### config.mk
export PLATFORM = sky130hd
export DESIGN_NAME = tile_gid_atlas_rect
export DESIGN_NICKNAME = d
export VERILOG_FILES = /design/src/rtl/core/tgar_pkg.sv /design/src/rtl/core/tgar_select.sv /design/src/rtl/core/tgar_div_stage.sv /design/src/rtl/core/tgar_rect.sv /design/src/rtl/core/tile_gid_atlas_rect.sv
export SDC_FILE = /design/constraint.sdc
export NUM_CORES = 2
export LEC_CHECK = 0
export BUFFER_PORTS_ARGS = -buffer_cell sky130_fd_sc_hd__buf_2
export CORE_ASPECT_RATIO = 1.2
export CORE_MARGIN = 3
export CORE_UTILIZATION = 60
export CTS_CLUSTER_DIAMETER = 100
export DETAILED_ROUTE_END_ITERATION = 10
export PLACE_DENSITY_LB_ADDON = 0.2
export REMOVE_ABC_BUFFERS = 1
export SLEW_MARGIN = 10
export SYNTH_ARGS = -nofsm -noshare
export SYNTH_HDL_FRONTEND = slang
export SYNTH_SLANG_ARGS = --single-unit
### constraint.sdc
create_clock -name clk -period 45.2 [get_ports clk]
set_input_delay 2.26 -clock clk [delete_from_list [all_inputs] [get_ports clk]]
set_output_delay 2.26 -clock clk [all_outputs]
set_load 0.01 [all_outputs]
### src/rtl/core/tgar_pkg.sv
// Shared types, register indexes and constants for the tile atlas rectangle pipeline.
`timescale 1ns / 1ps

package tgar_pkg;

	localparam int NUM_TILESETS_DEF = 4;
	localparam int ENTRY_REGS       = 4;
	localparam int MAX_MAP_CELLS    = 1024;

	localparam int ID_W       = 29;
	localparam int CFG_IDX_W  = 3;
	localparam int CFG_DATA_W = 54;
	localparam int DIV_STEPS  = 4;

	localparam logic [CFG_IDX_W-1:0] REG_ENTRY0   = 3'd0;
	localparam logic [CFG_IDX_W-1:0] REG_MAP_W    = 3'd4;
	localparam logic [CFG_IDX_W-1:0] REG_MAP_H    = 3'd5;

	localparam logic [7:0] MAP_CELL_RESET = 8'd16;

	localparam logic [31:0] FLAG_H = 32'h8000_0000;
	localparam logic [31:0] FLAG_V = 32'h4000_0000;
	localparam logic [31:0] FLAG_D = 32'h2000_0000;

	localparam logic [2:0] ST_DRAW       = 3'd0;
	localparam logic [2:0] ST_EMPTY      = 3'd1;
	localparam logic [2:0] ST_NO_TILESET = 3'd2;
	localparam logic [2:0] ST_NOT_LOADED = 3'd3;
	localparam logic [2:0] ST_ZERO_COLS  = 3'd4;

	typedef struct packed {
		logic            loaded;
		logic [7:0]      th;
		logic [7:0]      tw;
		logic [7:0]      cols;
		logic [ID_W-1:0] first;
	} entry_t;

	typedef struct packed {
		logic [9:0]  cell_x;
		logic [9:0]  cell_y;
		logic [31:0] raw_tile_id;
	} cell_t;

	typedef struct packed {
		logic [2:0]  status;
		logic [1:0]  tileset_index;
		logic [15:0] src_left;
		logic [36:0] src_top;
		logic [15:0] src_right;
		logic [36:0] src_bottom;
		logic [17:0] world_x;
		logic [17:0] world_y;
	} rect_t;

	// Item state while the local id is divided by the column count.
	typedef struct packed {
		logic [2:0]      status;
		logic [1:0]      tsi;
		logic [7:0]      cols;
		logic [7:0]      tw;
		logic [7:0]      th;
		logic [17:0]     world_x;
		logic [17:0]     world_y;
		logic [ID_W-1:0] num;
		logic [7:0]      rem;
	} work_t;

endpackage

### src/rtl/core/tgar_select.sv
// Front stages: flag stripping, tileset choice, status and local id.
`timescale 1ns / 1ps

module tgar_select #(
	parameter int N_ENTRY = tgar_pkg::ENTRY_REGS
) (
	input  logic                clk,
	input  logic                arst_n,
	input  logic                en,
	input  tgar_pkg::entry_t    entry [N_ENTRY],
	input  logic [7:0]          map_w,
	input  logic [7:0]          map_h,
	input  logic                in_valid,
	input  tgar_pkg::cell_t     in_cell,
	output logic                out_valid,
	output tgar_pkg::work_t     out_work
);

	localparam logic [16:0] MAP_LIMIT = 17'(tgar_pkg::MAX_MAP_CELLS);
	localparam logic [31:0] FLAG_MASK = tgar_pkg::FLAG_H | tgar_pkg::FLAG_V | tgar_pkg::FLAG_D;

	logic                     valid_s1, valid_s2, valid_s3;
	logic                     empty_s1;
	logic [tgar_pkg::ID_W-1:0] id_s1;
	logic [N_ENTRY-1:0]       cand_s1;
	logic [17:0]              wx_s1, wy_s1;

	logic [31:0]              stripped;
	logic [N_ENTRY-1:0]       win;
	logic [N_ENTRY-1:0]       cand_c;

	logic [2:0]               status_s2;
	logic [1:0]               tsi_s2;
	logic [7:0]               cols_s2, tw_s2, th_s2;
	logic [tgar_pkg::ID_W-1:0] first_s2, id_s2;
	logic [17:0]              wx_s2, wy_s2;

	tgar_pkg::entry_t         sel;
	logic [1:0]               tsi_c;
	logic [2:0]               status_c;

	assign stripped = in_cell.raw_tile_id & ~FLAG_MASK;

	always_comb begin
		for (int i = 0; i < N_ENTRY; i++) begin
			cand_c[i] = (entry[i].first != '0) && (entry[i].first <= stripped[tgar_pkg::ID_W-1:0]);
		end
	end

	always_ff @(posedge clk or negedge arst_n) begin
		if (!arst_n) begin
			valid_s1 <= 1'b0;
			valid_s2 <= 1'b0;
			valid_s3 <= 1'b0;
		end else if (en) begin
			valid_s1 <= in_valid;
			valid_s2 <= valid_s1;
			valid_s3 <= valid_s2;
		end
	end

	always_ff @(posedge clk) begin
		if (en) begin
			empty_s1 <= (in_cell.raw_tile_id == '0)
				|| ({7'd0, in_cell.cell_x} >= MAP_LIMIT)
				|| ({7'd0, in_cell.cell_y} >= MAP_LIMIT);
			id_s1    <= stripped[tgar_pkg::ID_W-1:0];
			cand_s1  <= cand_c;
			wx_s1    <= 18'(in_cell.cell_x) * 18'(map_w);
			wy_s1    <= 18'(in_cell.cell_y) * 18'(map_h);
		end
	end

	// The pairwise first-id compares see only the registers, which the user
	// keeps static while items flow (unenforced); ties go to the lower index.
	always_comb begin
		for (int i = 0; i < N_ENTRY; i++) begin
			win[i] = cand_s1[i];
			for (int j = 0; j < N_ENTRY; j++) begin
				if (j < i) begin
					if (cand_s1[j] && (entry[j].first >= entry[i].first)) win[i] = 1'b0;
				end else if (j > i) begin
					if (cand_s1[j] && (entry[j].first > entry[i].first)) win[i] = 1'b0;
				end
			end
		end
	end

	always_comb begin
		sel   = '0;
		tsi_c = '0;
		for (int i = 0; i < N_ENTRY; i++) begin
			if (win[i]) begin
				sel   = sel | entry[i];
				tsi_c = tsi_c | 2'(i);
			end
		end
		if (empty_s1) begin
			status_c = tgar_pkg::ST_EMPTY;
		end else if (win == '0) begin
			status_c = tgar_pkg::ST_NO_TILESET;
		end else if (!sel.loaded) begin
			status_c = tgar_pkg::ST_NOT_LOADED;
		end else if (sel.cols == '0) begin
			status_c = tgar_pkg::ST_ZERO_COLS;
		end else begin
			status_c = tgar_pkg::ST_DRAW;
		end
	end

	always_ff @(posedge clk) begin
		if (en) begin
			status_s2 <= status_c;
			tsi_s2    <= empty_s1 ? 2'd0 : tsi_c;
			cols_s2   <= sel.cols;
			tw_s2     <= sel.tw;
			th_s2     <= sel.th;
			first_s2  <= sel.first;
			id_s2     <= id_s1;
			wx_s2     <= wx_s1;
			wy_s2     <= wy_s1;

			out_work.status  <= status_s2;
			out_work.tsi     <= tsi_s2;
			out_work.cols    <= cols_s2;
			out_work.tw      <= tw_s2;
			out_work.th      <= th_s2;
			out_work.world_x <= wx_s2;
			out_work.world_y <= wy_s2;
			out_work.num     <= id_s2 - first_s2;
			out_work.rem     <= '0;
		end
	end

	assign out_valid = valid_s3;

endmodule

### src/rtl/core/tgar_div_stage.sv
// One stage of the restoring divider that splits the local id into row and column.
`timescale 1ns / 1ps

module tgar_div_stage #(
	parameter int STEPS = tgar_pkg::DIV_STEPS
) (
	input  logic            clk,
	input  logic            arst_n,
	input  logic            en,
	input  logic            in_valid,
	input  tgar_pkg::work_t in_work,
	output logic            out_valid,
	output tgar_pkg::work_t out_work
);

	tgar_pkg::work_t w;
	logic            valid_s1;
	tgar_pkg::work_t work_s1;

	// Each step brings in the next dividend bit and shifts one quotient bit
	// into the bottom of num, so num holds the quotient after the last stage.
	always_comb begin
		logic [8:0] r9;
		w = in_work;
		for (int k = 0; k < STEPS; k++) begin
			r9    = {w.rem, w.num[tgar_pkg::ID_W-1]};
			w.num = {w.num[tgar_pkg::ID_W-2:0], 1'b0};
			if (r9 >= {1'b0, w.cols}) begin
				r9       = r9 - {1'b0, w.cols};
				w.num[0] = 1'b1;
			end
			w.rem = r9[7:0];
		end
	end

	always_ff @(posedge clk or negedge arst_n) begin
		if (!arst_n) begin
			valid_s1 <= 1'b0;
		end else if (en) begin
			valid_s1 <= in_valid;
		end
	end

	always_ff @(posedge clk) begin
		if (en) begin
			work_s1 <= w;
		end
	end

	assign out_valid = valid_s1;
	assign out_work  = work_s1;

endmodule

### src/rtl/core/tgar_rect.sv
// Back stages: rectangle products and sums, output register and skid buffer.
`timescale 1ns / 1ps

module tgar_rect (
	input  logic            clk,
	input  logic            arst_n,
	input  logic            in_valid,
	input  tgar_pkg::work_t in_work,
	output logic            hold,
	output logic            out_valid,
	input  logic            out_stall,
	output tgar_pkg::rect_t out_data
);

	logic            en;
	logic            draw;

	logic            valid_s1;
	logic [2:0]      status_s1;
	logic [1:0]      tsi_s1;
	logic [15:0]     left_s1;
	logic [36:0]     top_s1;
	logic [7:0]      tw_s1, th_s1;
	logic [17:0]     wx_s1, wy_s1;

	tgar_pkg::rect_t nx;
	logic [16:0]     right_sum;
	logic [37:0]     bottom_sum;
	logic            draw_s1;

	logic            out_valid_q, skid_valid_q;
	tgar_pkg::rect_t out_q, skid_q;
	logic            pop;

	assign en   = !skid_valid_q;
	assign hold = skid_valid_q;
	assign draw = (in_work.status == tgar_pkg::ST_DRAW);

	always_ff @(posedge clk or negedge arst_n) begin
		if (!arst_n) begin
			valid_s1 <= 1'b0;
		end else if (en) begin
			valid_s1 <= in_valid;
		end
	end

	always_ff @(posedge clk) begin
		if (en) begin
			status_s1 <= in_work.status;
			tsi_s1    <= in_work.tsi;
			left_s1   <= draw ? 16'(in_work.rem) * 16'(in_work.tw) : '0;
			top_s1    <= draw ? 37'(in_work.num) * 37'(in_work.th) : '0;
			tw_s1     <= in_work.tw;
			th_s1     <= in_work.th;
			wx_s1     <= in_work.world_x;
			wy_s1     <= in_work.world_y;
		end
	end

	assign draw_s1    = (status_s1 == tgar_pkg::ST_DRAW);
	assign right_sum  = {1'b0, left_s1} + 17'(tw_s1);
	assign bottom_sum = {1'b0, top_s1} + 38'(th_s1);

	always_comb begin
		nx.status        = status_s1;
		nx.tileset_index = tsi_s1;
		nx.src_left      = left_s1;
		nx.src_top       = top_s1;
		nx.src_right     = draw_s1 ? right_sum[15:0] : '0;
		nx.src_bottom    = draw_s1 ? bottom_sum[36:0] : '0;
		nx.world_x       = wx_s1;
		nx.world_y       = wy_s1;
	end

	assign pop = out_valid_q && !out_stall;

	// A finished item that meets a stalled output waits in the skid register,
	// and the pipeline freezes until the skid drains.
	always_ff @(posedge clk or negedge arst_n) begin
		if (!arst_n) begin
			out_valid_q  <= 1'b0;
			skid_valid_q <= 1'b0;
		end else if (skid_valid_q) begin
			if (pop) begin
				skid_valid_q <= 1'b0;
			end
		end else if (out_valid_q && !pop) begin
			skid_valid_q <= valid_s1;
		end else begin
			out_valid_q <= valid_s1;
		end
	end

	always_ff @(posedge clk) begin
		if (skid_valid_q) begin
			if (pop) begin
				out_q <= skid_q;
			end
		end else if (out_valid_q && !pop) begin
			skid_q <= nx;
		end else begin
			out_q <= nx;
		end
	end

	assign out_valid = out_valid_q;
	assign out_data  = out_q;

endmodule

### src/rtl/core/tile_gid_atlas_rect.sv
// Top level of the tile id to atlas rectangle block: registers and pipeline.
`timescale 1ns / 1ps

// Takes one map cell per cycle while cell_stall is low, gives one rectangle transfer
// per cell, in order. Most of the pipeline depth is the restoring
// divider that splits the local id by the column count, four
// quotient bits per stage over eight stages, the last stage taking the one bit left;
// before it sit three stages for flag stripping, tileset choice and the local id,
// after it one stage of multipliers and the output register with its sums. When the
// output stalls, one finished result moves into a skid register and cell_stall rises
// the cycle after, so one more cell is taken while a result waits. Configuration
// writes take effect at once and are meant for times when no cell is in flight.

module tile_gid_atlas_rect #(
	parameter int NUM_TILESETS = tgar_pkg::NUM_TILESETS_DEF
) (
	input  logic                              clk,
	input  logic                              arst_n,
	input  logic                              cfg_we,
	input  logic [tgar_pkg::CFG_IDX_W-1:0]    cfg_index,
	input  logic [tgar_pkg::CFG_DATA_W-1:0]   cfg_data,
	input  logic                              cell_valid,
	output logic                              cell_stall,
	input  tgar_pkg::cell_t                   map_cell,
	output logic                              rect_valid,
	input  logic                              rect_stall,
	output tgar_pkg::rect_t                   rect
);

	localparam int N_ENTRY = (NUM_TILESETS < tgar_pkg::ENTRY_REGS) ?
		NUM_TILESETS : tgar_pkg::ENTRY_REGS;
	localparam int DIV_STAGES = (tgar_pkg::ID_W + tgar_pkg::DIV_STEPS - 1) / tgar_pkg::DIV_STEPS;

	tgar_pkg::entry_t entry_q [N_ENTRY];
	logic [7:0]       map_w_q, map_h_q;

	logic             hold, en;
	logic             valid_d [DIV_STAGES+1];
	tgar_pkg::work_t  work_d  [DIV_STAGES+1];

	always_ff @(posedge clk or negedge arst_n) begin
		if (!arst_n) begin
			for (int i = 0; i < N_ENTRY; i++) begin
				entry_q[i] <= '0;
			end
			map_w_q <= tgar_pkg::MAP_CELL_RESET;
			map_h_q <= tgar_pkg::MAP_CELL_RESET;
		end else if (cfg_we) begin
			for (int i = 0; i < N_ENTRY; i++) begin
				if (cfg_index == tgar_pkg::CFG_IDX_W'(int'(tgar_pkg::REG_ENTRY0) + i)) begin
					entry_q[i] <= tgar_pkg::entry_t'(cfg_data);
				end
			end
			if (cfg_index == tgar_pkg::REG_MAP_W) begin
				map_w_q <= cfg_data[7:0];
			end
			if (cfg_index == tgar_pkg::REG_MAP_H) begin
				map_h_q <= cfg_data[7:0];
			end
		end
	end

	assign en         = !hold;
	assign cell_stall = hold;

	tgar_select #(
		.N_ENTRY (N_ENTRY)
	) u_select (
		.clk       (clk),
		.arst_n    (arst_n),
		.en        (en),
		.entry     (entry_q),
		.map_w     (map_w_q),
		.map_h     (map_h_q),
		.in_valid  (cell_valid),
		.in_cell   (map_cell),
		.out_valid (valid_d[0]),
		.out_work  (work_d[0])
	);

	for (genvar k = 0; k < DIV_STAGES; k++) begin : g_div
		localparam int LEFT  = tgar_pkg::ID_W - k * tgar_pkg::DIV_STEPS;
		localparam int STEPS = (LEFT < tgar_pkg::DIV_STEPS) ? LEFT : tgar_pkg::DIV_STEPS;

		tgar_div_stage #(
			.STEPS (STEPS)
		) u_div (
			.clk       (clk),
			.arst_n    (arst_n),
			.en        (en),
			.in_valid  (valid_d[k]),
			.in_work   (work_d[k]),
			.out_valid (valid_d[k+1]),
			.out_work  (work_d[k+1])
		);
	end

	tgar_rect u_rect (
		.clk       (clk),
		.arst_n    (arst_n),
		.in_valid  (valid_d[DIV_STAGES]),
		.in_work   (work_d[DIV_STAGES]),
		.hold      (hold),
		.out_valid (rect_valid),
		.out_stall (rect_stall),
		.out_data  (rect)
	);

endmodule

# Word-level counts from Yosys, hierarchy flattened
# Index checks and enable logic that the tools add are counted.
# word_totals
ff_bits	1745
in_bits	114
out_inout_bits	149
word_cells	376
# op_classes
add_sub_neg	32
n_mul	4
n_lt_le_gt_ge	45
n_eq_ne	7
n_mux	88
bitwise_logic	6
reduce_logical	40
# ops
op	count
two-way mux 147 bit	3
greater-or-equal comparator 9 x 8 -> 1 bit	28
two-way mux 8 bit	29
subtractor 8 bit	28
two-way mux 54 bit	4
greater-or-equal comparator 29 bit	6
> comparator 29 bit	6
OR 54 bit	3
less-or-equal comparator 29 bit	4
nonzero test 29 bit	4
two-way mux 1 bit	45
adder 37 x 8 -> 37 bit	1
multiplier 29 x 8 -> 37 bit	1
two-way mux 37 bit	1
multiplier 10 x 8 -> 18 bit	2
zero test 32 bit	1
subtractor 29 bit	1
logical AND 1 bit	18
AND reduction 2 bit	9
adder 16 x 8 -> 16 bit	1
multiplier 8 x 8 -> 16 bit	1
two-way mux 16 bit	1
zero test 3 bit	3
greater-or-equal comparator 1 x 8 -> 1 bit	1
13 further kinds	21

# Depth between registers and ports, before layout
# depth
ltp_word	16
mapped_depth	44
ltp_nobuf	41

# By module
# A second synthesis with hierarchy kept.
# unflattened
cells_unflattened	7132
area_unflattened_um2	94708.3
# modules_own_cells
mod	n_inst	cells_per_inst	area_each_um2	seq_area_each_um2
tgar_div_stage (g_div[0].u_div ...)	7	317	4814.6	3088.0
tgar_rect	1	2029	25122.8	12206.7
tgar_select	1	2215	23312.4	8693.3
tile_gid_atlas_rect	1	496	8951.1	5808.1
tgar_div_stage (g_div[7].u_div)	1	173	3619.7	3088.0

# Worst setup path before layout
# No wires, ideal clock.
# synth_timing
path_kind	register to register
start	register u_rect.skid_valid_q, in the netlist u_rect.hold
end	register u_rect.skid_valid_q, in the netlist u_rect.hold
setup_ns	1.554
arrival_ns	38.991
required_time_ns	43.646
setup_slack_ns	4.655
stages_incl_launch_ff	5
n_path_buf	1
synth_period_minus_slack_ns	40.545
path_cell_list	dfrtp_1 > inv_1 > clkbuf_1 > o21a_1 > a21oi_1
# synth_via
elab_chain_len	1
# synth_rtl
element	line_no	text
start, declared	tgar_rect.sv:31	logic out_valid_q, skid_valid_q;
start signal, assigned	tgar_rect.sv:88	skid_valid_q <= valid_s1;
two-way mux 1 bit	tgar_rect.sv:83	end else if (skid_valid_q) begin
# No other way between the ends.
# A chain may end at the register's enable or synchronous reset.

==> run summary <==
The synthesized-area fraction occupied by and/or/nand/nor cells was 8.922%. Dividing the synthesized area by the synthesized cell count gives 12.94 sq um. In this design, the critical path's most frequently occurring cell is o21ai_0. The clock transition at the registers of the reported paths works out to 60 ps. The quantity of I/O buffers inserted on ports was 262; the logic depth of the worst register-to-register path was 38. The logs give 92160 sq um for the combined area of all synthesized cells and 4000 for the initial detailed-routing violation count. Across all hold checks on the routed design, the worst slack comes to 386.8 ps. At the end of the flow, the number of nets in the layout was 8611. For this run the aggregate overflow at the end of global routing stands at 0.

The startpoint of the worst register-to-register path was g_div[0].u_div.out_work[90]. Global routing used 24.45% of the available tracks. The tools report the number of iterations in the first detailed-routing pass as 6. At the later pin of the worst-skew pair, clock insertion delay measures 820 ps.

Of all nets on the critical path, the largest fanout is 12. The core region is 151700 sq um. The logs give 10930 for the count of fill cells added during filler insertion and 3.354% for the met3 capacity usage during global routing. The slowest stage of the critical path belongs to the cell a21oi_1. For the total number of placement rows, the log shows 156.

In this run the most used layer during global routing was met2. For the final database, setup skew stands at 37.98 ps. Transition time at the pin with the least slew margin: 1344 ps. The multi-input combinational cells in the finished layout cover a total of 37870 sq um.

The final critical delay including setup and external delays was 10300 ps; the average vias per placed instance was 5.783. The dominant cell type by area after synthesis is edfxtp_1. Leaving out fill and tap cells, the most frequent cells in the layout are edfxtp_1 (1499), ha_1 (729), inv_1 (699). The horizontal extent of the die is 363.8 um, and the period utilization is 22.78%. The setup check on the worst reg-to-reg path leaves a slack of 34900 ps. The final sum of negative setup slack was 0 ps; the final antenna-violating net count was 0. The maximum clock insertion buffer count came out at 3.

STA puts the critical path data required time at 45770 ps. In this design, the stage delay of the slowest critical-path cell is 700 ps. The most used flip-flop cell after synthesis is edfxtp_1. After detailed routing, the total wire length is 191300 um. Of the cells placed in the final design, the portion with a size suffix greater than 1 is 12.92%. The synthesized netlist devotes 7.889% of its cell area to compound gates.

During synthesis, Yosys emitted a total of 0 warnings. Counting flops and latches in the post-synthesis netlist gives 1745. Entering global routing, the biggest net connects 196 pins. The setup path with the least slack is of type reg -> reg. The area added between synthesis and finish is 10.09%, and the number of sinks handled by clock tree synthesis is 1745. The number of library cell types mapped by synthesis is 87, and the highest clock frequency the design can meet is 97.11 MHz.

In this run the worst hold path is classified as reg -> reg. The capturing element type of the critical path was a flip-flop. After synthesis, the cell types taking the most area are edfxtp_1 (49%), ha_1 (9.9%), fa_1 (7.1%), dfrtp_1 (6.6%), mux2_2 (4.5%). The proportion of register bits with asynchronous set or reset after synthesis works out to 14.10%.

Yosys mapped a number of flops with a built-in enable equal to 1499. After detailed routing, the number of remaining DRC violations is 0. The run gives 0 as the number of pins exceeding their max-slew limit in the final report. The capture instance of the worst register-to-register path is g_div[1].u_div.out_work[5]. The startpoint identified for the worst hold timing path is g_div[6].u_div.out_work[100]. For the post-cts repair resize count, the log shows 0. After synthesis, the largest area contributor takes up 48.84% of total cell area. Buffers inserted during clock tree synthesis total 165.

The initial core utilization came out at 60.77%. Summing the areas of all fa, ha and maj instances in the mapped netlist gives 16.96% of the synthesized area. The run gives 18 as the initial antenna violation count.

Post-CTS timing repair inserted 0 buffers for setup. Worst hold path stage count: 0. The first global-routing pass estimated 303400 um of wire.

The die is 435.3 um tall. The global-route met2 utilization is 42.02%, and the via count of the first global-routing pass is 56410. The floorplan step defined a die boundary enclosing 158400 sq um. The tools report the number of vias after detailed routing as 55320. TritonCTS built the clock tree. Setup repair after global routing left no endpoint under its margin. Sort of element at the start of the critical path: a flip-flop. For the remaining max-slew budget at the tightest pin, the log shows 9.581%.

Registers take 51180 sq um. For met1 alone, demand over resource in global routing was 30.26%. The H-tree was split into 4 levels. Dominant combinational cell family by area after synthesis: adder cells. Sequential cells were found to cover 55.52% of the synthesized design area.

After technology mapping, the gate count stands at 7121. The run finished with clean final reports. The tools report the number of maximum-capacitance constraint violations as 0. The tree is rooted in a clkbuf_16. The final count of hold timing violations came out at 0. Setup violations remaining at the end of the flow were counted as 0. The number of placed I/O pins is 263.

The tools report the hold path endpoint as g_div[7].u_div.out_work[100]. The leading cell type in the layout, fill and taps excluded is edfxtp_1. The placed wire-length estimate is 140200 um, and the share of the synthesized netlist area taken by xor and xnor gates is 2.338%.

Mux share of post-synthesis cell area: 4.875%. The final weighted congestion in routability-driven placement came out at 1.005. The quantity of hold-fixing buffers added after cts came out at 0. The worst endpoint data arrival time is 10860 ps.

The routed length per instance was 20.00 um.
## stage by stage
stage	cells	worst slack (ps)	util, %	area (sq um)
6_report	9565	34900	66.90	101500
5_1_grt	9560	33570	66.90	101500
4_1_cts	9554	34740	66.89	101400
3_5_place_dp	9251	34750	63.22	95890
3_3_place_gp	9251	34680	63.22	95890
2_1_floorplan	6968	6301	-	91580
## metal layers
metal  wire, um  share of wire (%)  vias up
li1           -                  -    26330
met1      76650                 40    27160
met2      95880                 50     1416
met3       8574                4.5      411
met4      10170                5.3        2
met5         13             0.0068        -
## logic make-up (layout without fill, tap and decap cells)
family / Yosys count / count (layout)
flip-flops: 1745 / 1745
AND/OR/NAND/NOR: 1704 / 1704
AO/OA/AOI/OAI: 1116 / 1116
adder cells (fa/ha/maj): 1054 / 1054
buffers and inverters: 855 / 1313
multiplexers: 401 / 401
XOR/XNOR: 246 / 246
other: 0 / 11
## registers in the layout, summed over array words and instances, names as in the netlist, 8 cells and up
name                   flops
map_w_q                    8
u_rect.tw_s1               8
u_select.wy_s2            18
u_select.wy_s1            18
u_select.id_s2            29
u_rect.skid_q            147
u_select.id_s1            29
u_rect.wx_s1              18
u_select.cols_s2           8
u_rect.top_s1             37
u_select.tw_s2             8
u_rect.out_data          147
u_select.wx_s1            18
u_select.th_s2             8
g_div.u_div.out_valid      8
u_rect.wy_s1              18
entry_q                  216
u_rect.th_s1               8
u_select.out_work         94
u_select.wx_s2            18
u_select.first_s2         29
u_rect.left_s1            16
g_div.u_div.out_work     808
map_h_q                    8
## final cells by class
cell class,count,area share [%]
sequential,1745,50.44
multi-input combinational,4521,37.32
clock buffer,189,4.228
inverter,702,2.604
tap,1975,2.435
timing repair buffer,308,1.704
clock inverter,114,1.244
antenna,11,0.02713
## worst max path at each step
| stage | start | endpoint | slack, ps | cells after the start |
|---|---|---|---|---|
| floorplan | u_rect.hold | u_rect.out_data[0] | 6300 | 2 |
| global placement | g_div[0].u_div.out_work[90] | g_div[1].u_div.out_work[1] | 34680 | 38 |
| detailed placement | g_div[0].u_div.out_work[90] | g_div[1].u_div.out_work[3] | 34750 | 38 |
| CTS | g_div[0].u_div.out_work[90] | g_div[1].u_div.out_work[6] | 34740 | 38 |
| global route | g_div[0].u_div.out_work[90] | g_div[1].u_div.out_work[6] | 33570 | 38 |
| finish | g_div[0].u_div.out_work[90] | g_div[1].u_div.out_work[5] | 34900 | 38 |
## Yosys cell counts (11+ instances only)
master	count
mux2_2	365
xor2_1	86
nand2_1	651
nor3_1	81
or3_1	21
a21o_1	123
nand4_1	109
nand3_1	59
a21boi_0	26
fa_1	325
and4_1	14
a222oi_1	48
nor4_1	53
clkbuf_1	135
a21oi_1	259
o21a_1	65
and2_1	242
and3_1	22
nor2_1	298
mux2i_1	29
o21bai_1	36
dfrtp_1	244
inv_1	700
a211oi_1	28
o31ai_1	56
nor2b_1	71
o21ai_0	320
a31oi_1	25
buf_1	12
o31a_1	11
edfxtp_1	1499
ha_1	729
o211ai_1	20
nand2b_1	35
xnor2_1	160
## worst max-delay path: cells and delay by family, from the launching register on
kind            cells  cell delay [ps]
compound gates     22             5390
mux                 3             1380
fa+ha+maj           4             1180
flops               1              470
simple gates        6             1140
buf+inv             3              480
Power is left out: the tool's default activity adds up to more than one toggle a clock period on the data nets, which glitch-free logic cannot reach.
